==> config.mk <==
export PLATFORM = sky130hd
export DESIGN_NAME = infix_expression_evaluator
export DESIGN_NICKNAME = d
export VERILOG_FILES = /design/src/rtl/core/iee_pkg.sv /design/src/rtl/core/iee_div.sv /design/src/rtl/core/iee_dpath.sv /design/src/rtl/core/iee_ctrl.sv /design/src/rtl/core/infix_expression_evaluator.sv
export SDC_FILE = /design/constraint.sdc
export NUM_CORES = 2
export LEC_CHECK = 0
export BUFFER_PORTS_ARGS = -buffer_cell sky130_fd_sc_hd__buf_2
export CORE_MARGIN = 2
export CORE_UTILIZATION = 55
export CTS_BUF_LIST = sky130_fd_sc_hd__clkbuf_16
export DETAILED_ROUTE_END_ITERATION = 8
export PLACE_DENSITY_LB_ADDON = 0.3
export SLEW_MARGIN = 0
export SYNTH_ARGS = -nofsm -noshare
export SYNTH_HDL_FRONTEND = slang
export SYNTH_SLANG_ARGS = --single-unit
==> constraint.sdc <==
create_clock -name clk -period 12.8 [get_ports clk]
set_input_delay 1.28 -clock clk [delete_from_list [all_inputs] [get_ports clk]]
set_output_delay 1.28 -clock clk [all_outputs]
set_load 0.02 [all_outputs]
==> src/rtl/core/iee_pkg.sv <==
// Shared types, constants and priority functions of the infix evaluator.
package iee_pkg;

    localparam int STACK_DEPTH  = 16;
    localparam int VALUE_WIDTH  = 32;
    localparam int OUT_WIDTH    = 32;
    localparam int CHAR_WIDTH   = 8;
    localparam int STATUS_WIDTH = 3;
    localparam int PRIO_WIDTH   = 3;
    localparam int ADDR_W       = $clog2(STACK_DEPTH);
    localparam int COUNT_W      = $clog2(STACK_DEPTH + 1);
    localparam int DIV_CNT_W    = $clog2(VALUE_WIDTH + 1);

    localparam logic [CHAR_WIDTH-1:0] ASCII_HASH  = 8'h23;
    localparam logic [CHAR_WIDTH-1:0] ASCII_OPEN  = 8'h28;
    localparam logic [CHAR_WIDTH-1:0] ASCII_CLOSE = 8'h29;
    localparam logic [CHAR_WIDTH-1:0] ASCII_MUL   = 8'h2A;
    localparam logic [CHAR_WIDTH-1:0] ASCII_ADD   = 8'h2B;
    localparam logic [CHAR_WIDTH-1:0] ASCII_SUB   = 8'h2D;
    localparam logic [CHAR_WIDTH-1:0] ASCII_DIV   = 8'h2F;
    localparam logic [CHAR_WIDTH-1:0] ASCII_ZERO  = 8'h30;
    localparam logic [CHAR_WIDTH-1:0] ASCII_NINE  = 8'h39;

    typedef logic [VALUE_WIDTH-1:0] value_t;

    typedef enum logic [2:0] {
        OP_END, OP_OPEN, OP_ADD, OP_SUB, OP_MUL, OP_DIV, OP_CLOSE, OP_NONE
    } op_t;

    typedef enum logic [STATUS_WIDTH-1:0] {
        ST_OK, ST_UNDER, ST_DIVZERO, ST_OVER, ST_BAD
    } status_t;

    typedef enum logic [3:0] {
        S_IDLE, S_DISPATCH, S_DIG_WAIT, S_OPCHK, S_RD_L, S_ALU, S_DIV, S_PUSH,
        S_FIN, S_RES
    } state_t;

    typedef enum logic [1:0] {
        RD_NONE, RD_TOP, RD_SECOND
    } rd_sel_t;

    typedef struct packed {
        logic    load_char;
        logic    val_push;
        logic    val_push_digit;
        logic    val_upd_top;
        logic    val_pop2;
        rd_sel_t rd_sel;
        logic    op_push;
        logic    op_pop;
        logic    err_set;
        status_t err_code;
        logic    num_set;
        logic    num_clr;
        logic    latch_r;
        logic    alu_go;
        logic    div_start;
        logic    div_take;
        logic    emit;
        logic    clear_all;
    } cmd_t;

    typedef struct packed {
        op_t  cls;
        logic is_digit;
        logic in_number;
        logic err_active;
        logic v_empty;
        logic v_lt2;
        logic o_empty;
        op_t  top_op;
        op_t  red_op;
        logic r_zero;
        logic div_done;
        logic out_free;
    } sts_t;

    function automatic op_t classify(input logic [CHAR_WIDTH-1:0] c);
        op_t r;
        unique case (c)
            ASCII_HASH:  r = OP_END;
            ASCII_OPEN:  r = OP_OPEN;
            ASCII_CLOSE: r = OP_CLOSE;
            ASCII_ADD:   r = OP_ADD;
            ASCII_SUB:   r = OP_SUB;
            ASCII_MUL:   r = OP_MUL;
            ASCII_DIV:   r = OP_DIV;
            default:     r = OP_NONE;
        endcase
        return r;
    endfunction

    function automatic logic [PRIO_WIDTH-1:0] prio_stack(input op_t op);
        logic [PRIO_WIDTH-1:0] p;
        unique case (op)
            OP_OPEN:         p = 3'd1;
            OP_ADD, OP_SUB:  p = 3'd3;
            OP_MUL, OP_DIV:  p = 3'd5;
            OP_CLOSE:        p = 3'd6;
            default:         p = 3'd0;
        endcase
        return p;
    endfunction

    function automatic logic [PRIO_WIDTH-1:0] prio_in(input op_t op);
        logic [PRIO_WIDTH-1:0] p;
        unique case (op)
            OP_OPEN:         p = 3'd6;
            OP_ADD, OP_SUB:  p = 3'd2;
            OP_MUL, OP_DIV:  p = 3'd4;
            OP_CLOSE:        p = 3'd1;
            default:         p = 3'd0;
        endcase
        return p;
    endfunction

endpackage

==> src/rtl/core/iee_div.sv <==
// Iterative signed divider, one quotient bit per cycle, truncating toward zero.
module iee_div (
    input  logic            clk,
    input  logic            rst_n,
    input  logic            start,
    input  iee_pkg::value_t dividend,
    input  iee_pkg::value_t divisor,
    output iee_pkg::value_t quotient,
    output logic            done
);

    localparam int VW = iee_pkg::VALUE_WIDTH;

    logic                          run_reg, run_next;
    logic                          done_reg, done_next;
    logic [iee_pkg::DIV_CNT_W-1:0] cnt_reg, cnt_next;
    iee_pkg::value_t               quo_reg;
    iee_pkg::value_t               rem_reg;
    iee_pkg::value_t               den_reg;
    logic                          neg_reg;
    logic [VW:0]                   rem_sh;
    logic [VW:0]                   diff;
    logic                          fits;

    always_comb
    begin
        rem_sh = {rem_reg, quo_reg[VW-1]};
        diff   = rem_sh - {1'b0, den_reg};
        fits   = ~diff[VW];
    end

    always_comb
    begin
        run_next  = run_reg;
        done_next = 1'b0;
        cnt_next  = cnt_reg;
        if (start)
        begin
            run_next = 1'b1;
            cnt_next = iee_pkg::DIV_CNT_W'(VW);
        end
        else if (run_reg)
        begin
            cnt_next = cnt_reg - iee_pkg::DIV_CNT_W'(1);
            if (cnt_reg == iee_pkg::DIV_CNT_W'(1))
            begin
                run_next  = 1'b0;
                done_next = 1'b1;
            end
        end
    end

    always_ff @(posedge clk or negedge rst_n)
    begin
        if (!rst_n)
        begin
            run_reg  <= 1'b0;
            done_reg <= 1'b0;
            cnt_reg  <= '0;
        end
        else
        begin
            run_reg  <= run_next;
            done_reg <= done_next;
            cnt_reg  <= cnt_next;
        end
    end

    always_ff @(posedge clk)
    begin
        if (start)
        begin
            quo_reg <= dividend[VW-1] ? iee_pkg::value_t'(0 - dividend) : dividend;
            den_reg <= divisor[VW-1] ? iee_pkg::value_t'(0 - divisor) : divisor;
            rem_reg <= '0;
            neg_reg <= dividend[VW-1] ^ divisor[VW-1];
        end
        else if (run_reg)
        begin
            quo_reg <= {quo_reg[VW-2:0], fits};
            rem_reg <= fits ? diff[VW-1:0] : rem_sh[VW-1:0];
        end
    end

    assign quotient = neg_reg ? iee_pkg::value_t'(0 - quo_reg) : quo_reg;
    assign done     = done_reg;

endmodule

==> src/rtl/core/iee_dpath.sv <==
// Datapath: value and operator stacks, arithmetic, error and output registers.
module iee_dpath (
    input  logic                               clk,
    input  logic                               rst_n,
    input  iee_pkg::cmd_t                      cmd,
    input  logic [iee_pkg::CHAR_WIDTH-1:0]     char_code,
    input  logic                               out_ready,
    output iee_pkg::sts_t                      sts,
    output logic signed [iee_pkg::OUT_WIDTH-1:0] result_value,
    output logic [iee_pkg::STATUS_WIDTH-1:0]   status,
    output logic                               out_valid
);

    localparam int AW = iee_pkg::ADDR_W;
    localparam int CW = iee_pkg::COUNT_W;

    logic [iee_pkg::CHAR_WIDTH-1:0]       char_reg;
    logic [CW-1:0]                        vc_reg, vc_next;
    logic [CW-1:0]                        oc_reg, oc_next;
    logic                                 num_reg, num_next;
    iee_pkg::status_t                     err_reg, err_next;
    iee_pkg::op_t                         op_reg;
    iee_pkg::value_t                      r_reg;
    iee_pkg::value_t                      res_reg;
    iee_pkg::value_t                      rdata_reg;
    logic                                 out_valid_reg, out_valid_next;
    logic signed [iee_pkg::OUT_WIDTH-1:0] result_reg;
    logic [iee_pkg::STATUS_WIDTH-1:0]     status_reg;

    iee_pkg::value_t val_mem [iee_pkg::STACK_DEPTH];
    iee_pkg::op_t    op_mem  [iee_pkg::STACK_DEPTH];

    logic [CW-1:0]   vc_m1, vc_m2, oc_m1;
    logic            v_full, o_full;
    iee_pkg::op_t    cls;
    iee_pkg::op_t    top_op;
    iee_pkg::value_t digit;
    iee_pkg::value_t res_next;
    iee_pkg::value_t quo;
    logic            div_done;
    logic            vwe;
    logic [AW-1:0]   vwaddr;
    iee_pkg::value_t vwdata;
    logic            rd_en;
    logic [AW-1:0]   raddr;
    logic            op_we;

    assign vc_m1  = vc_reg - CW'(1);
    assign vc_m2  = vc_reg - CW'(2);
    assign oc_m1  = oc_reg - CW'(1);
    assign v_full = (vc_reg >= CW'(iee_pkg::STACK_DEPTH));
    assign o_full = (oc_reg >= CW'(iee_pkg::STACK_DEPTH));
    assign cls    = iee_pkg::classify(char_reg);
    assign digit  = iee_pkg::value_t'(char_reg - iee_pkg::ASCII_ZERO);
    assign top_op = (oc_m1[AW-1:0] == '0) ? iee_pkg::OP_END : op_mem[oc_m1[AW-1:0]];

    iee_div u_div (
        .clk      (clk),
        .rst_n    (rst_n),
        .start    (cmd.div_start),
        .dividend (rdata_reg),
        .divisor  (r_reg),
        .quotient (quo),
        .done     (div_done)
    );

    always_comb
    begin
        vwe    = cmd.val_upd_top || (cmd.val_push && !v_full);
        vwaddr = vc_reg[AW-1:0];
        vwdata = cmd.val_push_digit ? digit : res_reg;
        if (cmd.val_upd_top)
        begin
            vwaddr = vc_m1[AW-1:0];
            vwdata = (rdata_reg << 3) + (rdata_reg << 1) + digit;
        end
        rd_en = 1'b1;
        raddr = vc_m1[AW-1:0];
        unique case (cmd.rd_sel)
            iee_pkg::RD_TOP:    raddr = vc_m1[AW-1:0];
            iee_pkg::RD_SECOND: raddr = vc_m2[AW-1:0];
            default:            rd_en = 1'b0;
        endcase
        op_we = cmd.op_push && !o_full;
    end

    always_ff @(posedge clk)
    begin
        if (vwe)
            val_mem[vwaddr] <= vwdata;
        if (rd_en)
            rdata_reg <= val_mem[raddr];
        if (op_we)
            op_mem[oc_reg[AW-1:0]] <= cls;
    end

    always_comb
    begin
        res_next = res_reg;
        if (cmd.alu_go)
        begin
            case (op_reg)
                iee_pkg::OP_ADD: res_next = rdata_reg + r_reg;
                iee_pkg::OP_SUB: res_next = rdata_reg - r_reg;
                default:         res_next = iee_pkg::value_t'(rdata_reg * r_reg);
            endcase
        end
        else if (cmd.div_take)
            res_next = quo;
    end

    always_ff @(posedge clk)
    begin
        if (cmd.load_char)
            char_reg <= char_code;
        if (cmd.op_pop)
            op_reg <= top_op;
        if (cmd.latch_r)
            r_reg <= rdata_reg;
        res_reg <= res_next;
        if (cmd.emit)
        begin
            result_reg <= (err_reg == iee_pkg::ST_OK)
                        ? iee_pkg::OUT_WIDTH'($signed(rdata_reg)) : '0;
            status_reg <= err_reg;
        end
    end

    always_comb
    begin
        vc_next        = vc_reg;
        oc_next        = oc_reg;
        num_next       = num_reg;
        err_next       = err_reg;
        out_valid_next = out_valid_reg;
        if (cmd.val_push && !v_full)
            vc_next = vc_reg + CW'(1);
        else if (cmd.val_pop2)
            vc_next = vc_m2;
        if (op_we)
            oc_next = oc_reg + CW'(1);
        else if (cmd.op_pop)
            oc_next = oc_m1;
        if (cmd.num_set)
            num_next = 1'b1;
        else if (cmd.num_clr)
            num_next = 1'b0;
        if (err_reg == iee_pkg::ST_OK)
        begin
            if (cmd.err_set)
                err_next = cmd.err_code;
            else if ((cmd.val_push && v_full) || (cmd.op_push && o_full))
                err_next = iee_pkg::ST_OVER;
        end
        if (cmd.clear_all)
        begin
            vc_next  = '0;
            oc_next  = CW'(1);
            num_next = 1'b0;
            err_next = iee_pkg::ST_OK;
        end
        if (cmd.emit)
            out_valid_next = 1'b1;
        else if (out_ready)
            out_valid_next = 1'b0;
    end

    always_ff @(posedge clk or negedge rst_n)
    begin
        if (!rst_n)
        begin
            vc_reg        <= '0;
            oc_reg        <= CW'(1);
            num_reg       <= 1'b0;
            err_reg       <= iee_pkg::ST_OK;
            out_valid_reg <= 1'b0;
        end
        else
        begin
            vc_reg        <= vc_next;
            oc_reg        <= oc_next;
            num_reg       <= num_next;
            err_reg       <= err_next;
            out_valid_reg <= out_valid_next;
        end
    end

    always_comb
    begin
        sts.cls        = cls;
        sts.is_digit   = (char_reg >= iee_pkg::ASCII_ZERO) && (char_reg <= iee_pkg::ASCII_NINE);
        sts.in_number  = num_reg;
        sts.err_active = (err_reg != iee_pkg::ST_OK);
        sts.v_empty    = (vc_reg == '0);
        sts.v_lt2      = (vc_reg < CW'(2));
        sts.o_empty    = (oc_reg == '0);
        sts.top_op     = top_op;
        sts.red_op     = op_reg;
        sts.r_zero     = (r_reg == '0);
        sts.div_done   = div_done;
        sts.out_free   = !out_valid_reg || out_ready;
    end

    assign result_value = result_reg;
    assign status       = status_reg;
    assign out_valid    = out_valid_reg;

endmodule

==> src/rtl/core/iee_ctrl.sv <==
// Controller state machine: character dispatch, precedence loop, reduce and emit.
module iee_ctrl (
    input  logic          clk,
    input  logic          rst_n,
    input  logic          in_valid,
    input  iee_pkg::sts_t sts,
    output iee_pkg::cmd_t cmd,
    output logic          in_ready
);

    iee_pkg::state_t state_reg, state_next;
    iee_pkg::state_t op_exit;
    logic [iee_pkg::PRIO_WIDTH-1:0] ps, pi;

    always_ff @(posedge clk or negedge rst_n)
    begin
        if (!rst_n)
            state_reg <= iee_pkg::S_IDLE;
        else
            state_reg <= state_next;
    end

    assign ps      = iee_pkg::prio_stack(sts.top_op);
    assign pi      = iee_pkg::prio_in(sts.cls);
    assign op_exit = (sts.cls == iee_pkg::OP_END) ? iee_pkg::S_FIN : iee_pkg::S_IDLE;

    always_comb
    begin
        cmd        = '0;
        in_ready   = 1'b0;
        state_next = state_reg;
        unique case (state_reg)
            iee_pkg::S_IDLE:
            begin
                in_ready = 1'b1;
                if (in_valid)
                begin
                    cmd.load_char = 1'b1;
                    state_next    = iee_pkg::S_DISPATCH;
                end
            end
            iee_pkg::S_DISPATCH:
            begin
                if (sts.cls == iee_pkg::OP_END)
                begin
                    cmd.num_clr = 1'b1;
                    state_next  = sts.err_active ? iee_pkg::S_FIN : iee_pkg::S_OPCHK;
                end
                else if (sts.err_active)
                    state_next = iee_pkg::S_IDLE;
                else if (sts.is_digit)
                begin
                    cmd.num_set = 1'b1;
                    if (sts.in_number && !sts.v_empty)
                    begin
                        cmd.rd_sel = iee_pkg::RD_TOP;
                        state_next = iee_pkg::S_DIG_WAIT;
                    end
                    else
                    begin
                        cmd.val_push       = 1'b1;
                        cmd.val_push_digit = 1'b1;
                        state_next         = iee_pkg::S_IDLE;
                    end
                end
                else
                begin
                    cmd.num_clr = 1'b1;
                    if (sts.cls == iee_pkg::OP_NONE)
                    begin
                        cmd.err_set  = 1'b1;
                        cmd.err_code = iee_pkg::ST_BAD;
                        state_next   = iee_pkg::S_IDLE;
                    end
                    else
                        state_next = iee_pkg::S_OPCHK;
                end
            end
            iee_pkg::S_DIG_WAIT:
            begin
                cmd.val_upd_top = 1'b1;
                state_next      = iee_pkg::S_IDLE;
            end
            iee_pkg::S_OPCHK:
            begin
                state_next = op_exit;
                if (sts.err_active)
                    state_next = op_exit;
                else if (sts.o_empty)
                begin
                    cmd.err_set  = 1'b1;
                    cmd.err_code = iee_pkg::ST_BAD;
                end
                else if (ps < pi)
                begin
                    if (sts.cls == iee_pkg::OP_CLOSE)
                    begin
                        cmd.err_set  = 1'b1;
                        cmd.err_code = iee_pkg::ST_BAD;
                    end
                    else
                        cmd.op_push = 1'b1;
                end
                else if (ps == pi)
                begin
                    if (sts.cls != iee_pkg::OP_END)
                        cmd.op_pop = 1'b1;
                end
                else if (sts.top_op == iee_pkg::OP_OPEN || sts.top_op == iee_pkg::OP_END)
                begin
                    cmd.err_set  = 1'b1;
                    cmd.err_code = iee_pkg::ST_BAD;
                end
                else
                begin
                    cmd.op_pop = 1'b1;
                    if (sts.v_lt2)
                    begin
                        cmd.err_set  = 1'b1;
                        cmd.err_code = iee_pkg::ST_UNDER;
                        state_next   = iee_pkg::S_OPCHK;
                    end
                    else
                    begin
                        cmd.rd_sel = iee_pkg::RD_TOP;
                        state_next = iee_pkg::S_RD_L;
                    end
                end
            end
            iee_pkg::S_RD_L:
            begin
                cmd.latch_r = 1'b1;
                cmd.rd_sel  = iee_pkg::RD_SECOND;
                state_next  = iee_pkg::S_ALU;
            end
            iee_pkg::S_ALU:
            begin
                cmd.val_pop2 = 1'b1;
                case (sts.red_op) inside
                    iee_pkg::OP_ADD, iee_pkg::OP_SUB, iee_pkg::OP_MUL:
                    begin
                        cmd.alu_go = 1'b1;
                        state_next = iee_pkg::S_PUSH;
                    end
                    iee_pkg::OP_DIV:
                    begin
                        if (sts.r_zero)
                        begin
                            cmd.err_set  = 1'b1;
                            cmd.err_code = iee_pkg::ST_DIVZERO;
                            state_next   = iee_pkg::S_OPCHK;
                        end
                        else
                        begin
                            cmd.div_start = 1'b1;
                            state_next    = iee_pkg::S_DIV;
                        end
                    end
                    default:
                    begin
                        cmd.err_set  = 1'b1;
                        cmd.err_code = iee_pkg::ST_BAD;
                        state_next   = iee_pkg::S_OPCHK;
                    end
                endcase
            end
            iee_pkg::S_DIV:
            begin
                if (sts.div_done)
                begin
                    cmd.div_take = 1'b1;
                    state_next   = iee_pkg::S_PUSH;
                end
            end
            iee_pkg::S_PUSH:
            begin
                cmd.val_push = 1'b1;
                state_next   = iee_pkg::S_OPCHK;
            end
            iee_pkg::S_FIN:
            begin
                if (!sts.err_active && sts.v_empty)
                begin
                    cmd.err_set  = 1'b1;
                    cmd.err_code = iee_pkg::ST_UNDER;
                end
                cmd.rd_sel = iee_pkg::RD_TOP;
                state_next = iee_pkg::S_RES;
            end
            iee_pkg::S_RES:
            begin
                if (sts.out_free)
                begin
                    cmd.emit      = 1'b1;
                    cmd.clear_all = 1'b1;
                    state_next    = iee_pkg::S_IDLE;
                end
            end
            default:
                state_next = iee_pkg::S_IDLE;
        endcase
    end

endmodule

==> src/rtl/core/infix_expression_evaluator.sv <==
// Top level of the infix expression evaluator: controller, datapath and checks.
//
// Input channel: one ASCII character per request on char_code (in_valid/in_ready).
// Digits build a decimal operand, + - * / ( ) are operators, '#' ends the expression.
// Output channel: one request per '#' carrying result_value and status
// (out_valid/out_ready); status 0 ok, 1 underflow, 2 divide by zero, 3 overflow,
// 4 bad character or parenthesis. A nonzero status forces result_value to 0.
// Timing: one request in flight. A digit is loaded and dispatched, with a further
// read-modify-write of the stack top when it extends an operand; an operator is
// loaded and dispatched, then goes through the priority compares; each reduction
// reads both operands, computes and pushes, and a division waits on the
// shift-subtract divider. The '#' request then reads the top of the value stack
// and loads the output register.
// A deep chain of divisions sets the worst case per reduction.
// Reset: stacks empty, operator stack holds only the end marker, no error.
// The block also returns to this state after each '#'.
// Stall: the output register holds a result until taken; the next characters are
// still accepted, and only the following '#' waits for the register to free up.
module infix_expression_evaluator (
    input  logic                                 clk,
    input  logic                                 rst_n,
    input  logic [iee_pkg::CHAR_WIDTH-1:0]       char_code,
    input  logic                                 in_valid,
    output logic                                 in_ready,
    output logic signed [iee_pkg::OUT_WIDTH-1:0] result_value,
    output logic [iee_pkg::STATUS_WIDTH-1:0]     status,
    output logic                                 out_valid,
    input  logic                                 out_ready
);

    iee_pkg::cmd_t cmd;
    iee_pkg::sts_t sts;

    iee_ctrl u_ctrl (
        .clk      (clk),
        .rst_n    (rst_n),
        .in_valid (in_valid),
        .sts      (sts),
        .cmd      (cmd),
        .in_ready (in_ready)
    );

    iee_dpath u_dpath (
        .clk          (clk),
        .rst_n        (rst_n),
        .cmd          (cmd),
        .char_code    (char_code),
        .out_ready    (out_ready),
        .sts          (sts),
        .result_value (result_value),
        .status       (status),
        .out_valid    (out_valid)
    );

    a_one_in_flight: assert property (@(posedge clk) disable iff (!rst_n)
        (in_valid && in_ready) |=> !in_ready)
        else $error("request accepted while previous request still in work");

    a_error_zero_result: assert property (@(posedge clk) disable iff (!rst_n)
        (out_valid && (status != iee_pkg::STATUS_WIDTH'(iee_pkg::ST_OK)))
            |-> (result_value == '0))
        else $error("nonzero status with nonzero result");

    a_emit_needs_free: assert property (@(posedge clk) disable iff (!rst_n)
        (out_valid && !out_ready) |=> !cmd.emit || out_ready)
        else $error("result overwritten while output register stalled");

endmodule

# Word-level counts from Yosys, hierarchy flattened
# Memories as Yosys holds them, arrays and structs flattened. A register that Yosys moved wholly into a read port is not among the register bits.
# Cells that the tools add are included.
# W data, S select, Z words.
[classes]
add_sub_neg = 15
n_mul = 1
order_cmp = 6
eq_ne = 40
mux = 123
n_bitwise = 2
n_reduce_logical = 42
[op_table]
columns = ["op", "count"]
rows = [
  ["$mux W32", 9],
  ["$mux W4", 28],
  ["$add A32 B32 Y32", 3],
  ["$sub A1 B32 Y32 const A", 3],
  ["$pmux W32 S2", 1],
  ["$eq A8 B6 Y1 const B", 7],
  ["$mux W1", 40],
  ["$mux W2", 18],
  ["$pmux W4 S9", 1],
  ["$mux W5", 7],
  ["$sub A33 B32 Y33", 1],
  ["$logic_not A32 Y1", 1],
  ["$mul A32 B32 Y32", 1],
  ["$sub A32 B32 Y32", 1],
  ["$mux W31", 1],
  ["$eq A3 B3 Y1 const B", 9],
  ["$mux W3", 8],
  ["$pmux W3 S4", 2],
  ["$pmux W3 S7", 1],
  ["$eq A3 B2 Y1 const B", 6],
  ["$mux W6", 3],
  ["$reduce_bool A3 Y1", 6],
  ["$eq A4 B3 Y1 const B", 4],
  ["$pmux W4 S4", 1],
  ["other kinds (37)", 67],
]
[totals]
ff_bits = 234
mem_bits_rw = 560
in_bits = 12
out_inout_bits = 37
elab_cells = 251
n_memories = 2
[mem_list]
columns = ["name", "words", "word_bits", "read_ports", "rd_ports_with_merged_regs", "wr", "line_no", "source"]
rows = [
  ["u_dpath.val_mem", 16, 32, 1, 1, 1, "iee_dpath.sv:30", "iee_pkg::value_t val_mem [iee_pkg::STACK_DEPTH];"],
  ["u_dpath.op_mem", 16, 3, 1, 0, 1, "iee_dpath.sv:31", "iee_pkg::op_t op_mem [iee_pkg::STACK_DEPTH];"],
]

# Depth between registers and ports, before layout
[depth]
depth_word = 18
mapped_depth = 28
mapped_depth_nobuf = 26

# Hierarchy
# Synthesis repeated with hierarchy kept, for this count alone.
[unflattened]
hier_cells = 4823
hier_area_um2 = 57044.7
[by_module_without_submodules]
columns = ["module", "n_inst", "cells_per_inst", "area_each_um2", "seq_area_each_um2"]
rows = [
  ["iee_dpath", 1, 3818, 48297.6, 21456.8],
  ["iee_div", 1, 894, 7913.8, 2792.7],
  ["iee_ctrl", 1, 111, 833.3, 100.1],
]

# Worst setup path before layout
# OpenSTA, ideal clock, no wires.
[synth_path]
kind = "reg2reg"
startpoint = "reg u_dpath.rdata_reg[7] (read register of u_dpath.val_mem)"
endpoint = "reg u_dpath.res_reg[30], data pin"
setup_time_ps = 271
arrival_time_ps = 6815
required_time_ps = 12529
setup_slack_ps = 5714
stages_incl_launch_ff = 26
path_buffers = 2
period_less_slack_ps = 7086
path_cell_list = "edfxtp_1 clkbuf_1 clkbuf_1 nand2_1 fa_1 inv_1 fa_1 fa_1 inv_1 fa_1 inv_1 fa_1 ha_1 fa_1 fa_1 ha_1 nand2_1 o21ai_0 a21oi_1 a21bo_2 a311o_1 a311o_1 a21oi_1 nor2b_1 mux2i_1 a32oi_1"
[synth_via]
elab_chain_cells = 3
elab_cells_between_ends = 5
cone_classes = "add/sub (2); mul (1); mux (2)"
[synth_rtl]
columns = ["item", "line_no", "source"]
rows = [
  ["from (decl)", "iee_dpath.sv:25", "iee_pkg::value_t rdata_reg;"],
  ["$mul A32 B32 Y32 (tied with other cells)", "iee_dpath.sv:105", "default: res_next = iee_pkg::value_t'(rdata_reg * r_reg);"],
  ["$pmux W32 S2 (*)", "iee_dpath.sv:102", "case (op_reg)"],
  ["$mux W32 (*)", "iee_dpath.sv:100", "if (cmd.alu_go)"],
  ["net u_dpath.res_next[30]", "iee_dpath.sv:38", "iee_pkg::value_t res_next;"],
  ["to (signal assigned)", "iee_dpath.sv:120", "res_reg <= res_next;"],
  ["to (decl)", "iee_dpath.sv:24", "iee_pkg::value_t res_reg;"],
]
# The timed path passes the listed nets; every way through them passes the cells marked *.
# A chain may end at the register's enable or synchronous reset.

==> flow_summary_export.csv <==
group,metric,value,unit
pwr,power.density,149,nW/um2
synth,ys_top_cells_by_area,"edfxtp_1 41%, fa_1 16%, mux4_2 5.6%",
pwr,cellLeakagePower,24.0,nW
finish,drive_gt1_share,9.98,%
synth,yosysUniqueCellTypes,80,
sta,skew,0.0460,ns
critical_path,r2r_setup_slack,4.55,ns
min_path,hp-class,"reg -> reg",
routing,wirelength,144000,um
synth,synthTopCellsByCount,"767 x edfxtp_1, 475 x inv_1, 439 x fa_1",
synth,synth_seq_cells,826,
critical_path,reg2reg_from,"u_dpath.oc_reg[0]",
cts,path_clk_slew,0.06,ns
critical_path,worst-setup-path-type,"reg -> reg",
cts,cts-root-buf,"clkbuf_16",
floorplan,start_util,55.4,%
sta,slew_viol_final,0,
floorplan,fp-row-count,117,
synth,synthesis.area,56300,um2
critical_path,rr_worst_depth,24,
finish,diodes,0,
global_routing,grt_pass1_vias,37500,
cts,htreeDepth,3,
synth,netlist.area_leader.share,40.9,%
cts,clock_sinks,826,
floorplan,dieArea,105000,um2
synth,syn_area_per_cell,11.9,um2
sta,final.setup.tns,0,ns
pwr,power.total,9.07,mW
routing,ant_nets,0,
finish,largest_register_ffs,512,
place,hpwl,94300,um
global_routing,grt_max_degree,102,
synth,synth_flop_cell,"edfxtp_1",
min_path,min_path_cells,2,
routing,num_vias,36800,
cts,numCtsBuffers,88,
floorplan,die_w,324,um
synth,async_flop_share,3.27,%
finish,final_nets,5396,
floorplan,core-area,102000,um2
synth,synth_cells,4733,
floorplan,ios,49,
place,gp_congestion,0.915,
pwr,ir_drop,0.250,mV
synth,yosysSeqAreaShare,43.2,%
sta,setup_slack,4.55,ns
cts,cts_repair_resize_count,0,
routing,firstDrtPassIters,6,
global_routing,grt_antenna_before_repair,0,
critical_path,r2r_end,"u_dpath.rdata_reg[19]",
min_path,hold_end,"u_dpath.u_div.rem_reg[16]",
sta,setup_violations,0,
run,cap_violations,0,
global_routing,grt_pass1_wl,224000,um
critical_path,cp_max_fo,39,
sta,worst_pin_slew,1.39,ns
critical_path,cp-start-kind,"register",
sta,fmax,121,MHz
critical_path,end_kind,"register",
synth,yosysWarningCount,0,
routing,drc,0,
routing,wl_per_cell,23.4,um
sta,fin_crit_sh,64.5,%
outcome,outcome,"complete, no violations",
routing,first_iter_violations,3498,
cts,clockBufferDepth,3,
cts,post-cts-setup-buffers,0,
cts,clock_latency,0.69,ns
sta,relSlewSlack,7.09,%
cts,cts_tree,"done",
synth,synth-edff-count,767,
critical_path,cp.required,13.19,ns
sta,min_period,8.25,ns
routing,drt-vias-per-instance,5.98,
finish,largest_register,"u_dpath.val_mem",
min_path,min-delay-start,"u_dpath.u_div.rem_reg[16]",
place,portBuffers,48,
global_routing,track_usage,28.3,%
finish,n_fill_cell,8033,
finish,syn2layout_area_growth,8.38,%
synth,synth_top_area_cell,"edfxtp_1",
cts,holdBufCountCts,0,
sta,rsz0062_at_grt,"no",
global_routing,grt_overflow,0,
critical_path,cp_data_arrival_time,8.65,ns
synth,synthMostInstantiatedCell,"edfxtp_1",
sta,finalHoldViolCount,0,
place,pre_cts_ws,4.45,ns
floorplan,dieHeight,324,um
-- final cells by class --
cell class / count / area [um2] / area share, %
tap: 1368 / 1710 / 2.80
timing repair buffer: 145 / 968 / 1.59
multi-input combinational: 3168 / 29400 / 48.1
inverter: 475 / 1780 / 2.92
clock buffer: 90 / 2250 / 3.69
sequential: 826 / 24400 / 39.9
clock inverter: 74 / 592 / 0.969
-- worst max-delay path, stage by stage, from the launching register on --
cell	delay, ns
dfstp_2	0.80
inv_1	0.19
ha_1	0.75
mux4_2	0.59
nor2b_1	0.15
a211oi_1	0.25
a21oi_1	0.16
nor2_1	0.23
inv_1	0.05
o21ai_0	0.17
ha_1	0.18
inv_1	0.04
a21o_1	0.15
a21oi_1	0.37
nor4_1	0.14
a21boi_0	0.17
nor2_1	0.13
ha_1	0.46
xor2_4	0.43
buf_4	0.71
buf_4	0.72
mux4_2	0.57
nor2b_1	0.14
a211oi_1	0.29
a21oi_1	0.07
-- per-stage QoR --
| stage | util [%] | area [um2] | instances | hold WS [ns] |
|---|---|---|---|---|
| 6_report | 60.0 | 61000 | 6146 | 0.510 |
| 5_1_grt | 60.0 | 61000 | 6146 | 0.534 |
| 4_1_cts | 60.0 | 61000 | 6146 | 0.514 |
| 3_5_place_dp | 57.2 | 58200 | 5982 | 0.504 |
| 3_3_place_gp | 57.2 | 58200 | 5982 | 0.500 |
| 2_1_floorplan | - | 56300 | 4735 | 0.461 |
-- how the worst max path moves through the flow --
stage                          from  depth (start not counted)                     to  slack (ns)
2_1_floorplan  u_dpath.rdata_reg[7]                         25    u_dpath.res_reg[30]        5.71
3_3_place_gp      u_dpath.oc_reg[0]                         24  u_dpath.rdata_reg[15]        4.65
3_5_place_dp      u_dpath.oc_reg[0]                         24  u_dpath.rdata_reg[19]        4.45
4_1_cts           u_dpath.oc_reg[0]                         24  u_dpath.rdata_reg[19]        4.44
5_1_grt           u_dpath.oc_reg[0]                         24  u_dpath.rdata_reg[15]        3.70
6_report          u_dpath.oc_reg[0]                         24  u_dpath.rdata_reg[19]        4.55
-- placed cells by master, fill, tap and decap left out, drive strengths merged, types with 31 or more instances in the layout --
cell type	netlist	routed
edfxtp	767	767
inv	475	490
fa	439	439
nand2	420	420
and2	339	339
ha	241	241
a21oi	234	234
o21ai	178	178
nor2	169	169
xnor2	161	161
buf	40	145
mux4	140	140
xor2	139	139
a211oi	98	98
clkbuf	226	90
mux2i	64	64
nor2b	57	57
a21o	48	48
clkinv	0	46
nor3	44	44
nand3	42	42
nand2b	35	35
or3	33	33
dfxtp	32	32
o31ai	31	31
-- cell families (layout without fill, tap and decap cells) --
family	after synthesis	after routing	share of synthesized area, %
AOI/OAI and AO/OA	751	751	8.35
other	1	3	0.00666
muxes	208	208	6.81
adders and majority gates	680	680	21.0
xor gates and xnor gates	300	300	4.66
DFF	826	826	43.2
and+or+nand+nor	1226	1226	11.0
buffers and inverters	741	784	4.98
-- where the power goes --
part	internal [mW]	total (mW)	switching [mW]
clock network	1.39	2.50	1.10
registers	3.09	3.17	0.0843
logic	1.50	3.40	1.91
total	5.98	9.07	3.09
-- metal layers --
metal,global-route usage (%),vias to the layer above,part of all wire (%)
met3,3.60,300,7.3
met5,0,-,0
met1,39.2,18600,41
met2,46.4,1440,48
met4,10.1,0,3.6
li1,-,16400,-
Note: power is estimated with default switching activity, not from simulation.
